===== config.mk =====
export PLATFORM = sky130hd
export DESIGN_NAME = pcm16_volume_and_peak_normaliser_core
export DESIGN_NICKNAME = d
export VERILOG_FILES = /design/src/pcmvol_pkg.sv /design/src/pcmvol_div.sv /design/src/pcmvol_ctrl.sv /design/src/pcmvol_dp.sv /design/src/pcm16_volume_and_peak_normaliser_core.sv
export SDC_FILE = /design/constraint.sdc
export NUM_CORES = 2
export LEC_CHECK = 0
export BUFFER_PORTS_ARGS = -buffer_cell sky130_fd_sc_hd__buf_2
export CORE_MARGIN = 2
export CORE_UTILIZATION = 33
export CTS_BUF_LIST = sky130_fd_sc_hd__clkbuf_8
export DETAILED_ROUTE_END_ITERATION = 8
export GPL_TIMING_DRIVEN = 0
export HOLD_SLACK_MARGIN = 0.15
export PLACE_DENSITY = 0.57
export SYNTH_ARGS = -nofsm -noshare
export SYNTH_HDL_FRONTEND = slang
export SYNTH_SLANG_ARGS = --single-unit

===== constraint.sdc =====
create_clock -name clk -period 9.69 [get_ports clk]
set_input_delay 2.4225 -clock clk [delete_from_list [all_inputs] [get_ports clk]]
set_output_delay 2.4225 -clock clk [all_outputs]
set_load 0.1 [all_outputs]

===== src/pcmvol_pkg.sv =====
// Shared types and constants for the PCM16 volume and peak normalizer.
// Used by the controller, the datapath and the top level.
`default_nettype none

package pcmvol_pkg;

    localparam int VOLUME_FLOOR_DEF   = -6000;
    localparam int GAIN_FRAC_BITS_DEF = 16;

    localparam int SAMPLE_W  = 16;
    localparam int CFG_W     = 14;
    localparam int CFG_IDX_W = 2;
    // Volume is kept as range + volume, which never exceeds the range.
    localparam int VOL_W     = 16;

    // Gain numerator is 0.98 * 32767 written as 49 * 32767 / 50.
    localparam int PEAK_NUM   = 49 * 32767;
    localparam int PEAK_DEN   = 50;
    localparam int PEAK_NUM_W = 21;
    localparam int PEAK_W     = 15;
    localparam int DEN_W      = 21;

    localparam logic [CFG_IDX_W-1:0] REG_VOLUME    = 2'd0;
    localparam logic [CFG_IDX_W-1:0] REG_NORMALISE = 2'd1;
    localparam logic [CFG_IDX_W-1:0] REG_ATTENUATE = 2'd2;

    typedef struct packed {
        logic capture;
        logic att_load;
        logic gain_start;
        logic gain_load;
        logic mul1;
        logic mul_lo;
        logic mul_hi;
        logic out_load;
    } cmd_t;

    typedef struct packed {
        logic att_dirty;
        logic new_peak;
        logic div_busy;
        logic out_busy;
    } status_t;

endpackage

`default_nettype wire


===== src/pcmvol_div.sv =====
// Serial restoring divider, one quotient bit per cycle.
// Instantiated by pcmvol_dp; no package dependency.
`default_nettype none

module pcmvol_div #(
    parameter int NUM_W = 37,
    parameter int DEN_W = 21
) (
    input  wire logic             clk,
    input  wire logic             rst_n,
    input  wire logic             start,
    input  wire logic [NUM_W-1:0] numer,
    input  wire logic [DEN_W-1:0] denom,
    output logic                  busy,
    output logic      [NUM_W-1:0] quotient
);

    localparam int CNT_W = $clog2(NUM_W + 1);

    logic [CNT_W-1:0] cnt_reg;
    logic             busy_reg;
    logic [NUM_W-1:0] quo_reg;
    logic [DEN_W-1:0] rem_reg;
    logic [DEN_W-1:0] den_reg;

    logic [DEN_W:0]   trial;
    logic             fits;
    logic [DEN_W:0]   diff;

    // The numerator shifts out of the top of quo_reg while quotient bits enter at the bottom.
    always_comb
    begin
        trial = {rem_reg, quo_reg[NUM_W-1]};
        fits  = trial >= {1'b0, den_reg};
        diff  = trial - {1'b0, den_reg};
    end

    always_ff @(posedge clk or negedge rst_n)
    begin
        if (!rst_n)
        begin
            cnt_reg  <= '0;
            busy_reg <= 1'b0;
        end
        else if (start)
        begin
            cnt_reg  <= CNT_W'(NUM_W);
            busy_reg <= 1'b1;
        end
        else if (busy_reg)
        begin
            cnt_reg <= cnt_reg - 1'b1;
            if (cnt_reg == CNT_W'(1))
            begin
                busy_reg <= 1'b0;
            end
        end
    end

    always_ff @(posedge clk)
    begin
        if (start)
        begin
            quo_reg <= numer;
            rem_reg <= '0;
            den_reg <= denom;
        end
        else if (busy_reg)
        begin
            quo_reg <= {quo_reg[NUM_W-2:0], fits};
            rem_reg <= fits ? diff[DEN_W-1:0] : trial[DEN_W-1:0];
        end
    end

    assign busy     = busy_reg;
    assign quotient = quo_reg;

endmodule

`default_nettype wire


===== src/pcmvol_ctrl.sv =====
// Controller state machine: sequences capture, divides, multiplies and output.
// Depends on pcmvol_pkg for the command and status structs.
`default_nettype none

module pcmvol_ctrl (
    input  wire logic                clk,
    input  wire logic                rst_n,
    input  wire logic                s_tvalid,
    output logic                     s_tready,
    input  wire pcmvol_pkg::status_t status,
    output pcmvol_pkg::cmd_t         cmd
);

    typedef enum logic [2:0] {
        ST_IDLE,
        ST_START,
        ST_GAIN_WAIT,
        ST_MUL1,
        ST_MUL_LO,
        ST_MUL_HI,
        ST_DONE
    } state_t;

    state_t state_reg;
    state_t state_next;
    logic   ready_reg;
    logic   ready_next;

    always_comb
    begin
        cmd        = '0;
        state_next = state_reg;
        ready_next = ready_reg;
        case (state_reg)
            ST_IDLE:
            begin
                if (s_tvalid && ready_reg)
                begin
                    cmd.capture = 1'b1;
                    state_next  = ST_START;
                    ready_next  = 1'b0;
                end
            end
            ST_START:
            begin
                // The attenuation factor is refreshed in this state when it is dirty.
                if (status.att_dirty)
                begin
                    cmd.att_load = 1'b1;
                end
                if (status.new_peak)
                begin
                    cmd.gain_start = 1'b1;
                    state_next     = ST_GAIN_WAIT;
                end
                else
                begin
                    state_next = ST_MUL1;
                end
            end
            ST_GAIN_WAIT:
            begin
                if (!status.div_busy)
                begin
                    cmd.gain_load = 1'b1;
                    state_next    = ST_MUL1;
                end
            end
            ST_MUL1:
            begin
                cmd.mul1   = 1'b1;
                state_next = ST_MUL_LO;
            end
            ST_MUL_LO:
            begin
                cmd.mul_lo = 1'b1;
                state_next = ST_MUL_HI;
            end
            ST_MUL_HI:
            begin
                cmd.mul_hi = 1'b1;
                state_next = ST_DONE;
            end
            ST_DONE:
            begin
                // Wait here while the previous result has not been taken.
                if (!status.out_busy)
                begin
                    cmd.out_load = 1'b1;
                    state_next   = ST_IDLE;
                    ready_next   = 1'b1;
                end
            end
            default:
            begin
                state_next = ST_IDLE;
                ready_next = 1'b1;
            end
        endcase
    end

    always_ff @(posedge clk or negedge rst_n)
    begin
        if (!rst_n)
        begin
            state_reg <= ST_IDLE;
            ready_reg <= 1'b1;
        end
        else
        begin
            state_reg <= state_next;
            ready_reg <= ready_next;
        end
    end

    assign s_tready = ready_reg;

    a_gain_start_idle: assert property (@(posedge clk) disable iff (!rst_n)
        cmd.gain_start |-> !status.div_busy)
        else $error("gain divide started while the divider is busy");

    a_mul_after_divide: assert property (@(posedge clk) disable iff (!rst_n)
        state_reg == ST_MUL1 |-> !status.div_busy)
        else $error("multiply started while the divider is busy");

    a_no_overwrite: assert property (@(posedge clk) disable iff (!rst_n)
        cmd.out_load |-> !status.out_busy)
        else $error("result register overwritten before transfer");

    a_ready_after_result: assert property (@(posedge clk) disable iff (!rst_n)
        cmd.out_load |=> (ready_reg && state_reg == ST_IDLE))
        else $error("block not ready after loading a result");

    a_ready_only_idle: assert property (@(posedge clk) disable iff (!rst_n)
        ready_reg |-> state_reg == ST_IDLE)
        else $error("ready raised outside idle");

endmodule

`default_nettype wire


===== src/pcmvol_dp.sv =====
// Datapath: configuration registers, peak and gain state, factor cache,
// multiplier stages and result register. Depends on pcmvol_pkg and pcmvol_div.
`default_nettype none

module pcmvol_dp #(
    parameter int VOLUME_FLOOR   = pcmvol_pkg::VOLUME_FLOOR_DEF,
    parameter int GAIN_FRAC_BITS = pcmvol_pkg::GAIN_FRAC_BITS_DEF
) (
    input  wire logic                                 clk,
    input  wire logic                                 rst_n,
    input  wire logic                                 cfg_we,
    input  wire logic [pcmvol_pkg::CFG_IDX_W-1:0]     cfg_index,
    input  wire logic [pcmvol_pkg::CFG_W-1:0]         cfg_wdata,
    input  wire logic [pcmvol_pkg::SAMPLE_W-1:0]      s_tdata,
    input  wire logic                                 s_tlast,
    input  wire pcmvol_pkg::cmd_t                     cmd,
    output pcmvol_pkg::status_t                       status,
    output logic                                      m_tvalid,
    input  wire logic                                 m_tready,
    output logic [pcmvol_pkg::SAMPLE_W-1:0]           m_tdata,
    output logic                                      m_tlast,
    output logic                                      m_tuser
);

    localparam int F      = GAIN_FRAC_BITS;
    localparam int RANGE  = -VOLUME_FLOOR;
    localparam int SW     = pcmvol_pkg::SAMPLE_W;
    localparam int VOL_W  = pcmvol_pkg::VOL_W;
    localparam int PEAK_W = pcmvol_pkg::PEAK_W;
    localparam int DEN_W  = pcmvol_pkg::DEN_W;
    localparam int NUM_W  = pcmvol_pkg::PEAK_NUM_W + F;
    localparam int GAIN_W = F + 2;
    localparam int ATT_W  = F + 1;
    localparam int AH     = (ATT_W + 1) / 2;
    localparam int AHI    = ATT_W - AH;
    localparam int P1W    = SW + GAIN_W;
    localparam int LO_W   = P1W + AH;
    localparam int HI_W   = P1W + AHI;
    localparam int ACC_W  = P1W + ATT_W;
    localparam int RES_W  = ACC_W - 2 * F;

    // The attenuation factor floor(v * 2^F / RANGE) is a reciprocal multiply. With the
    // shift above twice the bits of RANGE the result is exact for every v up to RANGE.
    localparam int          RECIP_SH = 2 * $clog2(RANGE) + 1;
    localparam int          RECIP_W  = F + RECIP_SH - $clog2(RANGE) + 2;
    localparam logic [63:0] RECIP    = ((64'd1 << (F + RECIP_SH)) / 64'(RANGE)) + 64'd1;
    localparam int          APROD_W  = VOL_W + RECIP_W;

    localparam logic [GAIN_W-1:0] GAIN_ONE = {2'b01, {F{1'b0}}};
    localparam logic [GAIN_W-1:0] GAIN_CAP = {2'b11, {F{1'b0}}};
    localparam logic [ATT_W-1:0]  ATT_ONE  = {1'b1, {F{1'b0}}};

    // Configuration and persistent state.
    logic [VOL_W-1:0]  vol_num_reg;
    logic              norm_en_reg;
    logic              att_en_reg;
    logic              att_dirty_reg;
    logic [PEAK_W-1:0] peak_reg;
    logic [GAIN_W-1:0] gain_reg;
    logic [ATT_W-1:0]  att_reg;
    logic              new_peak_reg;
    logic              out_valid_reg;

    // Per-sample working registers.
    logic              neg_reg;
    logic              last_reg;
    logic [SW-1:0]     mag_reg;
    logic [P1W-1:0]    p1_reg;
    logic [ACC_W-1:0]  acc_reg;
    logic [SW-1:0]     out_data_reg;
    logic              out_last_reg;
    logic              out_clip_reg;

    int                vol_int;
    int                vol_num_int;
    logic              take_peak;
    logic [NUM_W-1:0]  div_numer;
    logic [DEN_W-1:0]  div_denom;
    logic              div_busy;
    logic [NUM_W-1:0]  div_quo;
    logic [APROD_W-1:0] att_prod;
    logic [LO_W-1:0]   lo_prod;
    logic [HI_W-1:0]   hi_prod;
    logic [RES_W-1:0]  res;
    logic [SW-1:0]     sat_data;
    logic              sat_clip;

    // A volume write is sign-extended and saturated to the floor and to zero.
    always_comb
    begin
        vol_int = int'($signed(cfg_wdata));
        if (vol_int > 0)
        begin
            vol_num_int = RANGE;
        end
        else if (vol_int < VOLUME_FLOOR)
        begin
            vol_num_int = 0;
        end
        else
        begin
            vol_num_int = RANGE + vol_int;
        end
    end

    assign take_peak = norm_en_reg && !s_tdata[SW-1] && (s_tdata[PEAK_W-1:0] > peak_reg);

    assign att_prod = APROD_W'(vol_num_reg) * APROD_W'(RECIP[RECIP_W-1:0]);

    assign div_numer = {pcmvol_pkg::PEAK_NUM_W'(pcmvol_pkg::PEAK_NUM), {F{1'b0}}};
    assign div_denom = DEN_W'(peak_reg * DEN_W'(pcmvol_pkg::PEAK_DEN));

    pcmvol_div #(
        .NUM_W (NUM_W),
        .DEN_W (DEN_W)
    ) u_div (
        .clk      (clk),
        .rst_n    (rst_n),
        .start    (cmd.gain_start),
        .numer    (div_numer),
        .denom    (div_denom),
        .busy     (div_busy),
        .quotient (div_quo)
    );

    always_ff @(posedge clk or negedge rst_n)
    begin
        if (!rst_n)
        begin
            vol_num_reg   <= VOL_W'(RANGE);
            norm_en_reg   <= 1'b0;
            att_en_reg    <= 1'b1;
            att_dirty_reg <= 1'b0;
            peak_reg      <= '0;
            gain_reg      <= GAIN_ONE;
            att_reg       <= ATT_ONE;
            new_peak_reg  <= 1'b0;
            out_valid_reg <= 1'b0;
        end
        else
        begin
            if (cmd.att_load)
            begin
                att_reg       <= att_en_reg ? att_prod[RECIP_SH+ATT_W-1:RECIP_SH] : ATT_ONE;
                att_dirty_reg <= 1'b0;
            end
            if (cfg_we)
            begin
                case (cfg_index)
                    pcmvol_pkg::REG_VOLUME:
                    begin
                        vol_num_reg   <= VOL_W'(vol_num_int);
                        att_dirty_reg <= 1'b1;
                    end
                    pcmvol_pkg::REG_NORMALISE:
                    begin
                        norm_en_reg <= cfg_wdata[0];
                    end
                    pcmvol_pkg::REG_ATTENUATE:
                    begin
                        att_en_reg    <= cfg_wdata[0];
                        att_dirty_reg <= 1'b1;
                    end
                    default:
                    begin
                    end
                endcase
            end
            if (cmd.capture)
            begin
                new_peak_reg <= take_peak;
                if (!norm_en_reg)
                begin
                    gain_reg <= GAIN_ONE;
                end
                if (take_peak)
                begin
                    peak_reg <= s_tdata[PEAK_W-1:0];
                end
            end
            if (cmd.gain_load)
            begin
                if (div_quo > NUM_W'(GAIN_CAP))
                begin
                    gain_reg <= GAIN_CAP;
                end
                else
                begin
                    gain_reg <= div_quo[GAIN_W-1:0];
                end
            end
            if (cmd.out_load)
            begin
                out_valid_reg <= 1'b1;
            end
            else if (m_tready)
            begin
                out_valid_reg <= 1'b0;
            end
        end
    end

    // The product is mag * gain * att; att is applied in two halves.
    always_comb
    begin
        lo_prod = LO_W'(p1_reg) * LO_W'(att_reg[AH-1:0]);
        hi_prod = HI_W'(p1_reg) * HI_W'(att_reg[ATT_W-1:AH]);
        res     = acc_reg[ACC_W-1:2*F];
        if (neg_reg)
        begin
            sat_clip = res > RES_W'(32768);
            sat_data = sat_clip ? {1'b1, {(SW-1){1'b0}}} : SW'(0) - res[SW-1:0];
        end
        else
        begin
            sat_clip = res > RES_W'(32767);
            sat_data = sat_clip ? {1'b0, {(SW-1){1'b1}}} : res[SW-1:0];
        end
    end

    always_ff @(posedge clk)
    begin
        if (cmd.capture)
        begin
            neg_reg  <= s_tdata[SW-1];
            last_reg <= s_tlast;
            mag_reg  <= s_tdata[SW-1] ? SW'(0) - s_tdata : s_tdata;
        end
        if (cmd.mul1)
        begin
            p1_reg <= P1W'(mag_reg) * P1W'(gain_reg);
        end
        if (cmd.mul_lo)
        begin
            acc_reg <= ACC_W'(lo_prod);
        end
        if (cmd.mul_hi)
        begin
            acc_reg <= acc_reg + {hi_prod, {AH{1'b0}}};
        end
        if (cmd.out_load)
        begin
            out_data_reg <= sat_data;
            out_last_reg <= last_reg;
            out_clip_reg <= sat_clip;
        end
    end

    always_comb
    begin
        status.att_dirty = att_dirty_reg;
        status.new_peak  = new_peak_reg;
        status.div_busy  = div_busy;
        status.out_busy  = out_valid_reg && !m_tready;
    end

    assign m_tvalid = out_valid_reg;
    assign m_tdata  = out_data_reg;
    assign m_tlast  = out_last_reg;
    assign m_tuser  = out_clip_reg;

endmodule

`default_nettype wire


===== src/pcm16_volume_and_peak_normaliser_core.sv =====
// Top level of the PCM16 volume and peak normalizer: controller plus datapath.
// Depends on pcmvol_pkg, pcmvol_ctrl, pcmvol_dp and pcmvol_div.
//
//   Channel   Direction  Handshake            Payload
//   s_*       in         s_tvalid / s_tready  tdata: sample_in; tlast: buffer_end
//   m_*       out        m_tvalid / m_tready  tdata: sample_out; tlast: buffer_end_out;
//                                             tuser: clipped
//   cfg_*     in         cfg_we               cfg_index, cfg_wdata
//
// After its input transfer a sample is captured and passes the start, multiply and done
// states; no new sample is taken before it is through. The attenuation factor is
// refreshed by a reciprocal multiply in the start state, so a write to volume_millibel or
// attenuate_enable adds no wait. A new peak adds a wait for the serial gain divide.
// Reset is asynchronous and needs no clearing pass; the block is ready right after.
// A result waits in the output register while the next sample is taken and worked on;
// only the final load waits for that register to be free.
`default_nettype none

module pcm16_volume_and_peak_normaliser_core #(
    parameter int VOLUME_FLOOR   = pcmvol_pkg::VOLUME_FLOOR_DEF,
    parameter int GAIN_FRAC_BITS = pcmvol_pkg::GAIN_FRAC_BITS_DEF
) (
    input  wire logic                             clk,
    input  wire logic                             rst_n,
    input  wire logic                             cfg_we,
    input  wire logic [pcmvol_pkg::CFG_IDX_W-1:0] cfg_index,
    input  wire logic [pcmvol_pkg::CFG_W-1:0]     cfg_wdata,
    input  wire logic                             s_tvalid,
    output logic                                  s_tready,
    input  wire logic [pcmvol_pkg::SAMPLE_W-1:0]  s_tdata,   // [15:0] sample_in
    input  wire logic                             s_tlast,
    output logic                                  m_tvalid,
    input  wire logic                             m_tready,
    output logic      [pcmvol_pkg::SAMPLE_W-1:0]  m_tdata,   // [15:0] sample_out
    output logic                                  m_tlast,
    output logic                                  m_tuser    // [0] clipped
);

    pcmvol_pkg::cmd_t    cmd;
    pcmvol_pkg::status_t status;

    pcmvol_ctrl u_ctrl (
        .clk      (clk),
        .rst_n    (rst_n),
        .s_tvalid (s_tvalid),
        .s_tready (s_tready),
        .status   (status),
        .cmd      (cmd)
    );

    pcmvol_dp #(
        .VOLUME_FLOOR   (VOLUME_FLOOR),
        .GAIN_FRAC_BITS (GAIN_FRAC_BITS)
    ) u_dp (
        .clk       (clk),
        .rst_n     (rst_n),
        .cfg_we    (cfg_we),
        .cfg_index (cfg_index),
        .cfg_wdata (cfg_wdata),
        .s_tdata   (s_tdata),
        .s_tlast   (s_tlast),
        .cmd       (cmd),
        .status    (status),
        .m_tvalid  (m_tvalid),
        .m_tready  (m_tready),
        .m_tdata   (m_tdata),
        .m_tlast   (m_tlast),
        .m_tuser   (m_tuser)
    );

endmodule

`default_nettype wire

==> flow_summary_export.csv <==
group,metric,value,unit
layout,n_fill_cell,14530,
timing,rsz0062_at_grt,"false",
critical_path,critPathMaxFanout,10,
timing,timing.slew.headroom,30.63,%
yosys,ys_ff_latch,271,
detailed_routing,drtAntennaViolNets,0,
critical_path,slowest_stage,"dfrtp_1",
global_routing,grt_pass1_wl,198900,microns
timing,skew,0.05548,ns
yosys,yosys_warnings,0,
floorplanning,start_util,33.16,%
yosys,seq_area_frac_synth,15.30,%
timing,hold_violations,0,
detailed_routing,drtIter0Drc,1937,
min_path,hold_end,"u_dp.m_tlast",
clock_tree,postCtsHoldBufs,0,
timing,setup_viol,0,
layout,ff_latch_area,0.007166,sq mm
layout,layout_common_cells,"inv_1, fa_1, nand2_1",
critical_path,max_stage_delay,0.60,ns
floorplanning,core,0.1412,sq mm
clock_tree,worstSkewPairLatency,0.75,ns
critical_path,timing.rr.start,"u_dp.att_reg[15]",
outcome,status,"complete, no violations",
min_path,hold_depth,0,
timing,worst_pin_slew,1.034,ns
global_routing,grtUsageTotal,17.27,%
yosys,netlist_instances,4969,
floorplanning,die_h,380.7,microns
critical_path,cp.arrival,9.63,ns
min_path,worstHoldPathType,"reg -> reg",
clock_tree,clk_path_buf_depth,3,
timing,period_share,94.19,%
floorplanning,num_rows,138,
yosys,ys_types,73,
critical_path,crit_type,"reg -> reg",
flow_run,drv_cap,0,
layout,synthToLayoutAreaGrowth,8.625,%
timing,min_period,9.127,ns
detailed_routing,wirelength,124400,microns
critical_path,r2r_cells,33,
clock_tree,cts_tree,"done",
layout,nets,6416,
critical_path,cp_common_cell,"fa_1",
yosys,synthFlopType,"edfxtp_1",
yosys,synth_fp_nets,6300,
global_routing,grt_pass1_vias,35210,
detailed_routing,dr.pass1.iters,7,
placed_design,hpwl,103900,microns
detailed_routing,routedWlPerCell,17.70,microns
yosys,yosysTopAreaCellShare,33.34,%
min_path,min-delay-start,"u_dp.last_reg",
global_routing,grt_overflow,0,
floorplanning,io_pins,58,
yosys,netlist_area,0.04683,sq mm
detailed_routing,vias_per_cell,4.867,
layout,final_util,36.02,%
critical_path,critPathLaunchType,"flop",
clock_tree,htreeDepth,2,
detailed_routing,route.vias.total,34190,
clock_tree,cts_buffers,52,
layout,largest_reg_flops,42,
layout,drive_gt1_share,4.582,%
yosys,yosysTopAreaCell,"fa_1",
clock_tree,cts_root_buf,"clkbuf_8",
layout,multi_input_area,0.03584,sq mm
critical_path,ff2ff_setup_slack,0.56,ns
yosys,synthTopCellsByArea,"fa_1, ha_1, edfxtp_1",
floorplanning,die_w,380.7,microns
critical_path,crit_path_end_kind,"flop",
critical_path,r2r_end,"u_dp.acc_reg[49]",
clock_tree,cts.sinks,271,
global_routing,grt_max_degree,47,
detailed_routing,drcViolationCount,0,
placed_design,gp_congestion,0.8992,
timing,maxSlewViolCount,0,
yosys,syn_area_per_cell,9.424,sq um
clock_tree,path_clk_slew,0.06,ns
timing,fmax,109.6,MHz
yosys,synth_edf_count,132,
yosys,synthArstFlopShare,29.89,%
critical_path,cp.required,10.19,ns
global_routing,antenna_found_initial,11,
floorplanning,fp.dieArea,0.1449,sq mm
layout,final_common_cell,"inv_1",
placed_design,io_buffers,57,
==> routing by layer <==
metal	global-route usage, %	wire, microns	vias to the layer above
met5	0	74	-
met4	4.531	3368	10
met3	2.457	6310	154
met2	28.45	57800	732
met1	23.75	56800	17220
li1	-	-	16070
==> kinds of logic (layout without fill, tap and decap cells) <==
| logic type | count (synthesis) | after routing | share of synthesized area [%] |
|---|---|---|---|
| AOI/OAI and AO/OA | 659 | 659 | 8.908 |
| xor gates and xnor gates | 208 | 208 | 3.890 |
| adders and majority gates | 1293 | 1293 | 47.05 |
| buffers and inverters | 1022 | 1182 | 8.237 |
| DFF | 271 | 271 | 15.30 |
| muxes | 72 | 72 | 1.584 |
| other | 0 | 5 | 0 |
| and+or+nand+nor | 1444 | 1444 | 15.03 |
==> synth_stat cells, types with 8 or more instances <==
library cell,count
nor4_1,13
ha_1,513
and4_1,8
o21a_1,25
a21oi_1,201
clkbuf_1,179
o21ai_0,151
or2_2,15
nand2_1,649
a22o_1,19
mux2i_1,55
a31oi_1,18
dfrtp_1,70
o21bai_1,27
nand3_1,35
inv_1,831
xnor2_1,137
and2_1,400
dfxtp_1,58
xor2_1,71
mux2_2,17
and3_1,16
nor3_1,36
nor2_1,145
edfxtp_1,132
nand2b_1,35
a211oi_1,22
or3_1,19
nor2b_1,29
dfstp_2,11
o31ai_1,11
fa_1,780
nand4_1,20
a21o_1,97
a2bb2oi_1,9
==> cell type report <==
cell class                      instances  area share, %
Multi-Input combinational cell       3676          70.46
Sequential cell                       271          14.09
Clock buffer                           60          1.623
Clock inverter                         38         0.8068
Timing Repair Buffer                   62         0.6985
Inverter                              831          6.132
Antenna cell                            5        0.02460
Buffer                                191          1.515
Tap cell                             1890          4.649
==> through the flow <==
| stage | setup TNS (ns) | hold WS (ns) | instance area, sq um | setup WS, ns | std cells |
|---|---|---|---|---|---|
| 2_1_floorplan | 0 | 0.4003 | 46830 | 1.944 | 4969 |
| 3_3_place_gp | -6.820 | 0.4037 | 49480 | -1.392 | 6916 |
| 4_1_cts | 0 | 0.4224 | 50800 | 0.01051 | 7017 |
| 5_1_grt | 0 | 0.4225 | 50860 | 0.1169 | 7021 |
| 6_report | 0 | 0.4189 | 50870 | 0.5628 | 7024 |
| 3_5_place_dp | -0.1383 | 0.4071 | 49560 | -0.1383 | 6919 |
==> how the worst max path moves through the flow <==
stage	depth (start not counted)	startpoint	endpoint	slack, ns
final	33	u_dp.att_reg[15]	u_dp.acc_reg[49]	0.56
after global routing	33	u_dp.att_reg[15]	u_dp.acc_reg[49]	0.12
after CTS	34	u_dp.att_reg[15]	u_dp.acc_reg[49]	0.01
after detailed placement	34	u_dp.att_reg[11]	u_dp.acc_reg[49]	-0.14
after global placement	33	u_dp.att_reg[11]	u_dp.acc_reg[49]	-1.39
after floorplan	32	u_dp.att_reg[16]	u_dp.acc_reg[49]	1.94
==> critical path, delay by kind of cell (launching register included) <==
family                   cells  cell delay (ns)
AND/OR/NAND/NOR              6             1.44
multiplexers                 1             0.35
flip-flops                   1             0.60
AO/OA/AOI/OAI               15             2.83
XOR/XNOR                     1             0.21
buffers and inverters        4             0.75
adder cells (fa/ha/maj)      6             2.66
==> what timing repair did <==
action	CTS	global route
cloned	0	0
gates resized for setup	4	41
buffers inserted	0	2
setup endpoints to repair	1	3
Power is left out: the tool's default activity adds up to more than one toggle a clock period on the data nets, which glitch-free logic cannot reach.
